==> src/rtl/core/ldfe_pkg.sv <==
`timescale 1ns / 1ps
`default_nettype none
// ============================================================================
// ldfe_pkg - LED dimmer frame encoder package
// Shared types, command codes, frame constants and the slot store geometry.
// ============================================================================
package ldfe_pkg;

    // Number of lights held in the slot store (2..16)
    localparam int LIGHTS_PER_BOARD = 16;
    localparam int SLOT_IDX_W       = (LIGHTS_PER_BOARD > 1) ? $clog2(LIGHTS_PER_BOARD) : 1;
    localparam logic [4:0] LIGHTS_LIMIT = 5'(LIGHTS_PER_BOARD);

    // Level clamp
    localparam logic [11:0] LEVEL_MAX = 12'd4095;

    // Header function codes (low nibble of the header byte)
    localparam logic [3:0] FN_BLANK = 4'h1;
    localparam logic [3:0] FN_LEVEL = 4'h2;
    localparam logic [3:0] FN_PULSE = 4'h3;
    localparam logic [3:0] FN_LATCH = 4'h4;
    localparam logic [3:0] FN_EVERY = 4'h6;

    // Frame body lengths in bytes (CRC byte excluded)
    localparam logic [4:0] LEN_LEVEL = 5'd3;
    localparam logic [4:0] LEN_PULSE = 5'd4;
    localparam logic [4:0] LEN_LATCH = 5'd1;
    localparam logic [4:0] LEN_BLANK = 5'd2;
    localparam logic [4:0] LEN_EVERY = 5'd25;

    // CRC polynomial terms
    localparam logic [7:0] CRC_FB  = 8'h18;
    localparam logic [7:0] CRC_TOP = 8'h80;

    typedef enum logic [2:0] {
        CMD_SET_LEVEL = 3'd0,
        CMD_PULSE     = 3'd1,
        CMD_LOAD_SLOT = 3'd2,
        CMD_SEND_ALL  = 3'd3,
        CMD_LATCH     = 3'd4,
        CMD_BLANK     = 3'd5
    } t_cmd;

    // Input item
    typedef struct packed {
        logic [2:0]         command;
        logic [3:0]         board;
        logic [3:0]         light;
        logic signed [15:0] level;
        logic [7:0]         decay;
    } t_in_item;

    // Result item
    typedef struct packed {
        logic [7:0] out_byte;
        logic       last;
    } t_out_item;

    // Slot store control
    typedef struct packed {
        logic        wr_en;
        logic        clr;
        logic [3:0]  wr_light;
        logic [11:0] wr_level;
    } t_store_ctl;

endpackage
`default_nettype wire

==> src/rtl/core/led_dimmer_frame_encoder_unit.sv <==
`timescale 1ns / 1ps
`default_nettype none
// ============================================================================
// led_dimmer_frame_encoder_unit - LED dimmer bus frame encoder
// Turns dimmer commands into CRC-terminated byte frames.
// ============================================================================
// One command is taken at a time. A frame command emits its bytes one per
// cycle through an output register while the output is not stalled, header
// first and the CRC byte last (with last set): latch 2 bytes, blank 3,
// set_level 4, pulse 5, send_all 26. The next command is taken in the cycle
// after the CRC byte is loaded. A single byte-wide CRC unit folds each
// byte as it is sent, and the slot store is read for two lights in every
// three body bytes while the send_all frame is packed. load_slot and unused
// command codes produce no frame and leave the unit idle. The input stalls
// while a frame is being sent.
module led_dimmer_frame_encoder_unit (
    input  wire logic                i_clk,
    input  wire logic                i_rst_n,
    input  wire logic                i_in_valid,
    input  wire ldfe_pkg::t_in_item  i_in,
    output logic                     o_in_stall,
    output logic                     o_out_valid,
    output ldfe_pkg::t_out_item      o_out,
    input  wire logic                i_out_stall
);

    typedef enum logic [1:0] {
        S_IDLE = 2'b01,
        S_SEND = 2'b10
    } t_state;

    t_state      r_state, n_state;
    logic [2:0]  r_cmd;
    logic [3:0]  r_hdr_fn;
    logic [3:0]  r_board;
    logic [3:0]  r_light;
    logic [11:0] r_lvl;
    logic [7:0]  r_decay;
    logic [4:0]  r_body_len;
    logic [4:0]  r_idx;
    logic [1:0]  r_phase;
    logic [3:0]  r_rd_light;
    logic [7:0]  r_save;
    logic [7:0]  r_crc;
    logic        r_out_valid;
    ldfe_pkg::t_out_item r_out;

    logic                 in_xfer;
    logic                 advance;
    logic                 at_crc;
    logic [11:0]          clamped;
    logic [11:0]          rd_level;
    logic [7:0]           cur_byte;
    logic [7:0]           crc_next;
    ldfe_pkg::t_store_ctl st_ctl;

    assign o_in_stall  = (r_state != S_IDLE);
    assign in_xfer     = i_in_valid && !o_in_stall;
    assign advance     = (r_state == S_SEND) && (!r_out_valid || !i_out_stall);
    assign at_crc      = (r_idx == r_body_len);
    assign o_out_valid = r_out_valid;
    assign o_out       = r_out;

    // Level clamp to 0..4095
    always_comb begin
        if (i_in.level[15]) begin
            clamped = 12'd0;
        end else if (i_in.level[14:12] != 3'd0) begin
            clamped = ldfe_pkg::LEVEL_MAX;
        end else begin
            clamped = i_in.level[11:0];
        end
    end

    // Slot store control
    always_comb begin
        st_ctl.wr_en    = in_xfer && (i_in.command == ldfe_pkg::CMD_LOAD_SLOT);
        st_ctl.clr      = advance && at_crc && (r_cmd == ldfe_pkg::CMD_SEND_ALL);
        st_ctl.wr_light = i_in.light;
        st_ctl.wr_level = clamped;
    end

    ldfe_slot_store u_store (
        .i_clk      (i_clk),
        .i_rst_n    (i_rst_n),
        .i_ctl      (st_ctl),
        .i_rd_light (r_rd_light),
        .o_rd_level (rd_level)
    );

    ldfe_crc8 u_crc (
        .i_crc  (r_crc),
        .i_byte (cur_byte),
        .o_crc  (crc_next)
    );

    // Body byte at the current index
    always_comb begin
        cur_byte = 8'h00;
        if (r_idx == 5'd0) begin
            cur_byte = {r_board, r_hdr_fn};
        end else if (r_cmd == ldfe_pkg::CMD_SEND_ALL) begin
            case (r_phase)
                2'd0:    cur_byte = rd_level[11:4];
                2'd1:    cur_byte = {r_save[3:0], rd_level[11:8]};
                default: cur_byte = r_save;
            endcase
        end else begin
            case (r_idx)
                5'd1:    cur_byte = (r_cmd == ldfe_pkg::CMD_BLANK) ? 8'h00
                                                                   : {r_light, r_lvl[11:8]};
                5'd2:    cur_byte = r_lvl[7:0];
                5'd3:    cur_byte = r_decay;
                default: cur_byte = 8'h00;
            endcase
        end
    end

    // Sequencer next state
    always_comb begin
        n_state = r_state;
        case (r_state)
            S_IDLE: begin
                if (in_xfer) begin
                    case (i_in.command)
                        ldfe_pkg::CMD_SET_LEVEL,
                        ldfe_pkg::CMD_PULSE,
                        ldfe_pkg::CMD_SEND_ALL,
                        ldfe_pkg::CMD_LATCH,
                        ldfe_pkg::CMD_BLANK: n_state = S_SEND;
                        default:             n_state = S_IDLE;
                    endcase
                end
            end
            S_SEND: begin
                if (advance && at_crc) begin
                    n_state = S_IDLE;
                end
            end
            default: n_state = S_IDLE;
        endcase
    end

    always_ff @(posedge i_clk) begin
        if (!i_rst_n) begin
            r_state <= S_IDLE;
        end else begin
            r_state <= n_state;
        end
    end

    // Command capture
    always_ff @(posedge i_clk) begin
        if (in_xfer) begin
            r_cmd   <= i_in.command;
            r_board <= i_in.board;
            r_light <= i_in.light;
            r_lvl   <= clamped;
            r_decay <= i_in.decay;
            case (i_in.command)
                ldfe_pkg::CMD_SET_LEVEL: begin
                    r_hdr_fn   <= ldfe_pkg::FN_LEVEL;
                    r_body_len <= ldfe_pkg::LEN_LEVEL;
                end
                ldfe_pkg::CMD_PULSE: begin
                    r_hdr_fn   <= ldfe_pkg::FN_PULSE;
                    r_body_len <= ldfe_pkg::LEN_PULSE;
                end
                ldfe_pkg::CMD_SEND_ALL: begin
                    r_hdr_fn   <= ldfe_pkg::FN_EVERY;
                    r_body_len <= ldfe_pkg::LEN_EVERY;
                end
                ldfe_pkg::CMD_LATCH: begin
                    r_hdr_fn   <= ldfe_pkg::FN_LATCH;
                    r_body_len <= ldfe_pkg::LEN_LATCH;
                end
                default: begin
                    r_hdr_fn   <= ldfe_pkg::FN_BLANK;
                    r_body_len <= ldfe_pkg::LEN_BLANK;
                end
            endcase
        end
    end

    // Byte counters, packing phase and CRC
    always_ff @(posedge i_clk) begin
        if (!i_rst_n) begin
            r_idx      <= '0;
            r_phase    <= '0;
            r_rd_light <= '0;
            r_crc      <= '0;
        end else if (in_xfer) begin
            r_idx      <= '0;
            r_phase    <= '0;
            r_rd_light <= '0;
            r_crc      <= '0;
        end else if (advance && !at_crc) begin
            r_idx <= r_idx + 5'd1;
            r_crc <= crc_next;
            if (r_idx != 5'd0 && r_cmd == ldfe_pkg::CMD_SEND_ALL) begin
                if (r_phase == 2'd2) begin
                    r_phase <= 2'd0;
                end else begin
                    r_phase    <= r_phase + 2'd1;
                    r_rd_light <= r_rd_light + 4'd1;
                end
            end
        end
    end

    // Held byte of the light pair being packed
    always_ff @(posedge i_clk) begin
        if (advance && r_idx != 5'd0 && r_phase != 2'd2) begin
            r_save <= rd_level[7:0];
        end
    end

    // Output register
    always_ff @(posedge i_clk) begin
        if (!i_rst_n) begin
            r_out_valid <= 1'b0;
        end else if (advance) begin
            r_out_valid <= 1'b1;
        end else if (!i_out_stall) begin
            r_out_valid <= 1'b0;
        end
    end

    always_ff @(posedge i_clk) begin
        if (advance) begin
            r_out.out_byte <= at_crc ? r_crc : cur_byte;
            r_out.last     <= at_crc;
        end
    end

    // Checks
    assert property (@(posedge i_clk) disable iff (!i_rst_n)
        (advance && at_crc) |=> (r_state == S_IDLE))
        else $error("sequencer did not return to idle after the CRC byte");

    assert property (@(posedge i_clk) disable iff (!i_rst_n)
        (r_state == S_SEND) |-> (r_idx <= r_body_len))
        else $error("byte index ran past the frame length");

    assert property (@(posedge i_clk) disable iff (!i_rst_n)
        st_ctl.clr |-> (r_cmd == ldfe_pkg::CMD_SEND_ALL && r_state == S_SEND))
        else $error("slot store cleared outside a full-board frame");

    assert property (@(posedge i_clk) disable iff (!i_rst_n)
        (advance && !at_crc) |=> (r_out_valid && !r_out.last))
        else $error("body byte flagged as frame end");

endmodule
`default_nettype wire

==> src/rtl/core/ldfe_crc8.sv <==
`timescale 1ns / 1ps
`default_nettype none
// ============================================================================
// ldfe_crc8 - byte step of the reflected CRC-8
// Folds one byte, LSB first, into the running CRC value.
// ============================================================================
module ldfe_crc8 (
    input  wire logic [7:0] i_crc,
    input  wire logic [7:0] i_byte,
    output logic      [7:0] o_crc
);

    // Eight bit steps of the shift register
    always_comb begin
        logic [7:0] c;
        logic [7:0] b;
        c = i_crc;
        b = i_byte;
        for (int k = 0; k < 8; k++) begin
            if ((c[0] ^ b[0]) == 1'b1) begin
                c = ((c ^ ldfe_pkg::CRC_FB) >> 1) | ldfe_pkg::CRC_TOP;
            end else begin
                c = c >> 1;
            end
            b = b >> 1;
        end
        o_crc = c;
    end

endmodule
`default_nettype wire

==> src/rtl/core/ldfe_slot_store.sv <==
`timescale 1ns / 1ps
`default_nettype none
// ============================================================================
// ldfe_slot_store - per-light level store
// One 12-bit level per light; single write, single read, bulk clear.
// ============================================================================
module ldfe_slot_store (
    input  wire logic                 i_clk,
    input  wire logic                 i_rst_n,
    input  wire ldfe_pkg::t_store_ctl i_ctl,
    input  wire logic [3:0]           i_rd_light,
    output logic      [11:0]          o_rd_level
);

    logic [11:0] r_slot [ldfe_pkg::LIGHTS_PER_BOARD];
    logic        wr_hit;
    logic        rd_hit;

    assign wr_hit = ({1'b0, i_ctl.wr_light} < ldfe_pkg::LIGHTS_LIMIT);
    assign rd_hit = ({1'b0, i_rd_light} < ldfe_pkg::LIGHTS_LIMIT);

    // Storage: cleared on reset and after a full-board frame
    always_ff @(posedge i_clk) begin
        if (!i_rst_n || i_ctl.clr) begin
            for (int i = 0; i < ldfe_pkg::LIGHTS_PER_BOARD; i++) begin
                r_slot[i] <= '0;
            end
        end else if (i_ctl.wr_en && wr_hit) begin
            r_slot[i_ctl.wr_light[ldfe_pkg::SLOT_IDX_W-1:0]] <= i_ctl.wr_level;
        end
    end

    // Lights with no slot read as zero
    assign o_rd_level = rd_hit ? r_slot[i_rd_light[ldfe_pkg::SLOT_IDX_W-1:0]] : 12'd0;

endmodule
`default_nettype wire
==> config.mk <==
export PLATFORM = sky130hd
export DESIGN_NAME = led_dimmer_frame_encoder_unit
export DESIGN_NICKNAME = d
export VERILOG_FILES = /design/src/rtl/core/ldfe_pkg.sv /design/src/rtl/core/led_dimmer_frame_encoder_unit.sv /design/src/rtl/core/ldfe_crc8.sv /design/src/rtl/core/ldfe_slot_store.sv
export SDC_FILE = /design/constraint.sdc
export NUM_CORES = 1
export LEC_CHECK = 0
export BUFFER_PORTS_ARGS = -buffer_cell sky130_fd_sc_hd__buf_2
export CAP_MARGIN = 0
export CORE_MARGIN = 8
export CORE_UTILIZATION = 34
export CTS_CLUSTER_DIAMETER = 60
export DETAILED_ROUTE_END_ITERATION = 7
export PLACE_DENSITY = 0.52
export REMOVE_ABC_BUFFERS = 1
export SYNTH_ARGS = -nofsm -noshare
export SYNTH_HDL_FRONTEND = slang
export SYNTH_SLANG_ARGS = --single-unit
==> constraint.sdc <==
create_clock -name i_clk -period 7.77 [get_ports i_clk]
set_input_delay 1.1655 -clock i_clk [delete_from_list [all_inputs] [get_ports i_clk]]
set_output_delay 1.1655 -clock i_clk [all_outputs]
set_load 0.05 [all_outputs]
# Word level (Yosys, flattened, before mapping)
# Memories as Yosys holds them, arrays and structs flattened. A register that Yosys moved wholly into a read port is not among the register bits.
# Cells that the tools add are included.
# op_classes
addsub	3
mul	0
n_div	0
n_lt_le_gt_ge	0
eq_ne	20
shift	0
mux	35
bitwise_logic	18
reduce_logical	27
# ops
cell	count
2-to-1 mux 8 bit	12
2-to-1 mux 12 bit	3
case mux 8 bit (3 select lines)	1
case mux 5 bit (4 select lines)	1
NOT 2 bit	8
case mux 8 bit (2 select lines)	1
2-to-1 mux 4 bit	3
case mux 3 bit (4 select lines)	1
OR reduction 12 bit	1
== test 5 x 2 -> 1 bit, second input constant	2
== test 3 x 2 -> 1 bit, second input constant	3
== test 3 bit, second input constant	3
logical AND 1 bit	9
2-to-1 mux 1 bit	8
2-to-1 mux 2 bit	4
XOR 1 bit	8
!= test 2 x 1 -> 1 bit, second input constant	3
adder 5 x 1 -> 5 bit, second input constant	1
== test 5 x 1 -> 1 bit, second input constant	1
== test 5 bit	1
logical NOT 1 bit	5
logical NOT 5 bit	1
nonzero test 5 bit	1
OR reduction 5 bit	1
15 further kinds	21
# word_totals
reg_bits	79
latch_bits	0
mem_bits_rw	192
rom_bits	0
inputBits	39
output_inout_bits	11
elab_cells	120
mem_count	1
# mem_list
memory	depth	word_bits	rd	rd_ports_with_merged_regs	wr	line_no	rtl
u_store.r_slot	16	12	1	1	16	ldfe_slot_store.sv:15	logic [11:0] r_slot [ldfe_pkg::LIGHTS_PER_BOARD];

# Longest topological paths before layout
# logic_depth
ltp_word	21
depth_mapped	12
ltp_nobuf	11

# Modules after synthesis
# A second synthesis with hierarchy kept.
# hier_totals
cells_unflattened	911
hier_area_um2	12112.9
# by_module_without_submodules
module	n_inst	cells_each	area_each_um2	seq_area_each_um2
ldfe_slot_store	1	590	8430.6	5765.5
led_dimmer_frame_encoder_unit	1	300	3447.1	2092.0
ldfe_crc8	1	21	235.2	0.0

# Worst setup path before layout
# Ideal clock, no wire load.
# synth_path
path_type	input -> register
from	input port i_in_valid
to	memory u_store.r_slot[14][0] (enable)
setup_ns	0.350
arrival_ns	3.405
required_ns	7.420
path_slack_ns	4.015
path_stages	8
n_path_buf	2
cell_sequence	nand3b_1 -> inv_1 -> and3_1 -> clkbuf_1 -> and3b_1 -> nand3_1 -> buf_2 -> nand2_1
# synth_rtl
element	line_no	rtl
start: declaration	led_dimmer_frame_encoder_unit.sv:19	input wire logic i_in_valid,
end: declaration	ldfe_slot_store.sv:15	

==> reports/metrics.csv <==
metric,value,unit
grt_usage,16.31,%
crit_path_end,u_store.r_slot[14][11],
drtPass1Iterations,5,
crit_type,flop to flop,
max_slew.worst_pin.slew,1.052,ns
r2r_start,r_idx[3],
seq_area_frac_synth,63.70,%
slowest_stage,a2111oi_4,
critPathLaunch,r_idx[3],
post-route-period-util,54.25,%
grt_pass1_vias,7794,
wl_per_cell,24.38,um
ioPinCount,50,
cp_max_fo,17,
holdBufCountCts,0,
critPathLaunchType,flop,
critical_path_arrival,4.41,ns
skew,0.01126,ns
rows,70,
antenna_found_initial,3,
rr_endpoint,u_store.r_slot[14][11],
rr_worst_depth,8,
viasPerCell,5.311,
slew_headroom,28.05,%
antenna_left,0,
hold_class,flop to flop,
syn-cell-area,0.01246,sq mm
place.gp.congestion,0.8365,
root_buffer,clkbuf_16,
crit_required,7.96,ns
tritoncts,done,
reg2reg_slack,3.55,ns
cts_buffers,30,
synthFlopType,edfxtp_1,
hold_slack,0.4869,ns
cts_buffer_depth,3,
die_h,207.4,um
grt_max_degree,45,
ys_types,73,
setup_viol,0,
rsz0062_at_grt,no,
total_power,3.370,mW
cts.clk_slew.worst_paths,0.06,ns
fmax,237.2,MHz
slew_violations,0,
core_area,0.03635,sq mm
drv_cap,0,
ctsResizeCount,0,
final_nets,1031,
num_vias,7849,
drive_gt1_share,17.43,%
p_leak,5.112,nW
drtIter0Drc,784,
port_buffers,49,
start_util,34.28,%
crit_path_end_kind,flop,
synth_seq_cells,273,
cp_cell_sequence,or3_1 -> a2111oi_4 -> a31oi_1 -> buf_4 -> and3_1 -> and3b_1 -> nand3_1 -> nand2_1,
powerDensity,237.1,mW/mm^2
post_cts_buffers,0,
dieArea,0.04303,sq mm
finalSetupTns,0,ns
vdd_ir_drop_max,0.1842,mV
synthCells,950,
htree_levels,1,
die_w,207.4,um
clk_latency,0.56,ns
routed_wl,36030,um
grt_pass1_wl,52470,um
hpwl,24540,um
yosys_warnings,0,
dp.cells,1423,
critPathMaxStageDelay,0.97,ns
insertedDiodeCount,0,
cts_num_sinks,273,
hold_viol,0,
final_cells,1478,
overflow,0,
drt_drc_violations_left,0,
period_needed,4.215,ns
synth-edff-count,247,
syn_to_final_growth,14.08,%
outcome,"finished, final reports clean",
syn_avg_cell_area,13.12,sq um
async_flop_share,0,%
[synth_stat cells, types with 4 or more instances]
master	n	area share, %
nor2b_1	11	0.55
and3_1	4	0.20
mux2_2	6	0.54
inv_1	26	0.78
nor2_1	230	6.9
o21ai_0	11	0.44
mux4_1	6	1.3
a31oi_1	8	0.40
nand2_1	50	1.5
nand3b_1	4	0.24
nand4_1	8	0.40
xor2_1	12	0.84
nand3_1	14	0.56
nand2b_1	5	0.25
mux4_2	39	7.0
edfxtp_1	247	60
buf_2	20	0.80
clkbuf_1	39	1.2
nand4b_1	4	0.28
nor3_1	9	0.36
xnor2_1	13	0.91
dfxtp_1	26	4.2
a21oi_1	22	0.88
o21bai_1	12	0.72
o211ai_1	4	0.24
mux2i_1	30	2.4
or3_1	5	0.25
a22oi_1	10	0.60
and2_1	8	0.40
ha_1	5	0.50
[registers in the layout, indices dropped and copies added (netlist names), 3 cells and up, named ones only]
signal / cells
r_hdr_fn: 3
r_save: 8
r_body_len: 4
r_idx: 5
r_rd_light: 4
r_board: 4
r_crc: 8
r_decay: 8
r_cmd: 3
r_light: 4
u_store.r_slot: 192
o_out: 9
r_lvl: 12
[where the power goes]
part	internal, mW	switching, mW
logic	0.0536	0.130
registers	1.65	0.0244
clock network	0.925	0.587
[cells by family (layout without fill, tap and decap cells)]
group / Yosys count / count (layout) / share of synthesized area (%)
compound gates: 107 / 107 / 6.376
simple gates: 365 / 365 / 12.82
xor+xnor: 27 / 27 / 2.119
flops: 273 / 273 / 63.70
buf+inv: 91 / 151 / 3.123
mux: 82 / 82 / 11.36
fa+ha+maj: 5 / 5 / 0.5021
[worst max-delay path, delay by kind of cell (launching register included)]
| kind | cells | cell delay, ns |
|---|---|---|
| flip-flops | 1 | 0.38 |
| AO/OA/AOI/OAI | 2 | 1.19 |
| buffers and inverters | 1 | 0.30 |
| AND/OR/NAND/NOR | 5 | 1.95 |
[worst min path at each step]
stage / start / end / slack [ns] / cells past startpoint
final: o_out_valid / o_out_valid / 0.49 / 2
after global routing: o_out_valid / o_out_valid / 0.54 / 2
after global placement: o_out_valid / o_out_valid / 0.48 / 2
after CTS: o_out_valid / o_out_valid / 0.50 / 2
after floorplan: r_crc[0] / r_crc[0] / 0.48 / 2
after detailed placement: o_out_valid / o_out_valid / 0.48 / 2
[layout make-up]
class / count / area, sq um
timing repair buffer: 70 / 402.9
inverter: 26 / 97.59
fill: 3416 / 22130
sequential: 273 / 7943
tap: 468 / 585.6
clock buffer: 35 / 790.8
clock inverter: 20 / 255.2
multi-input combinational: 586 / 4140
[per-layer routing]
| metal | vias up | global-route usage [%] | share of wire [%] |
|---|---|---|---|
| met2 | 263 | 27.23 | 48 |
| met1 | 3937 | 21.23 | 42 |
| met4 | 6 | 5.472 | 2.9 |
| met3 | 65 | 2.899 | 6.3 |
| li1 | 3578 | - | - |
| met5 | - | 0 | 0.11 |
[cells in the final DEF (no fill, tap or decap), types with 13 or more instances in the layout]
master     count
edfxtp_1     247
nor2_1       230
nand2_1       50
buf_2         49
mux4_2        39
clkbuf_16     31
mux2i_1       30
inv_1         26
a21oi_1       22
dfxtp_1       22
buf_4         21
nand3_1       14
xnor2_1       13
[metrics by stage]
step	utilization (%)	area (sq um)	setup WS, ns
after floorplan	-	12170	3.706
after global placement	36.23	13170	3.336
after detailed placement	36.23	13170	3.258
after CTS	39.11	14210	3.563
after global routing	39.11	14210	3.310
final	39.11	14210	3.555
No activity file was read; power rests on OpenSTA's default activity.
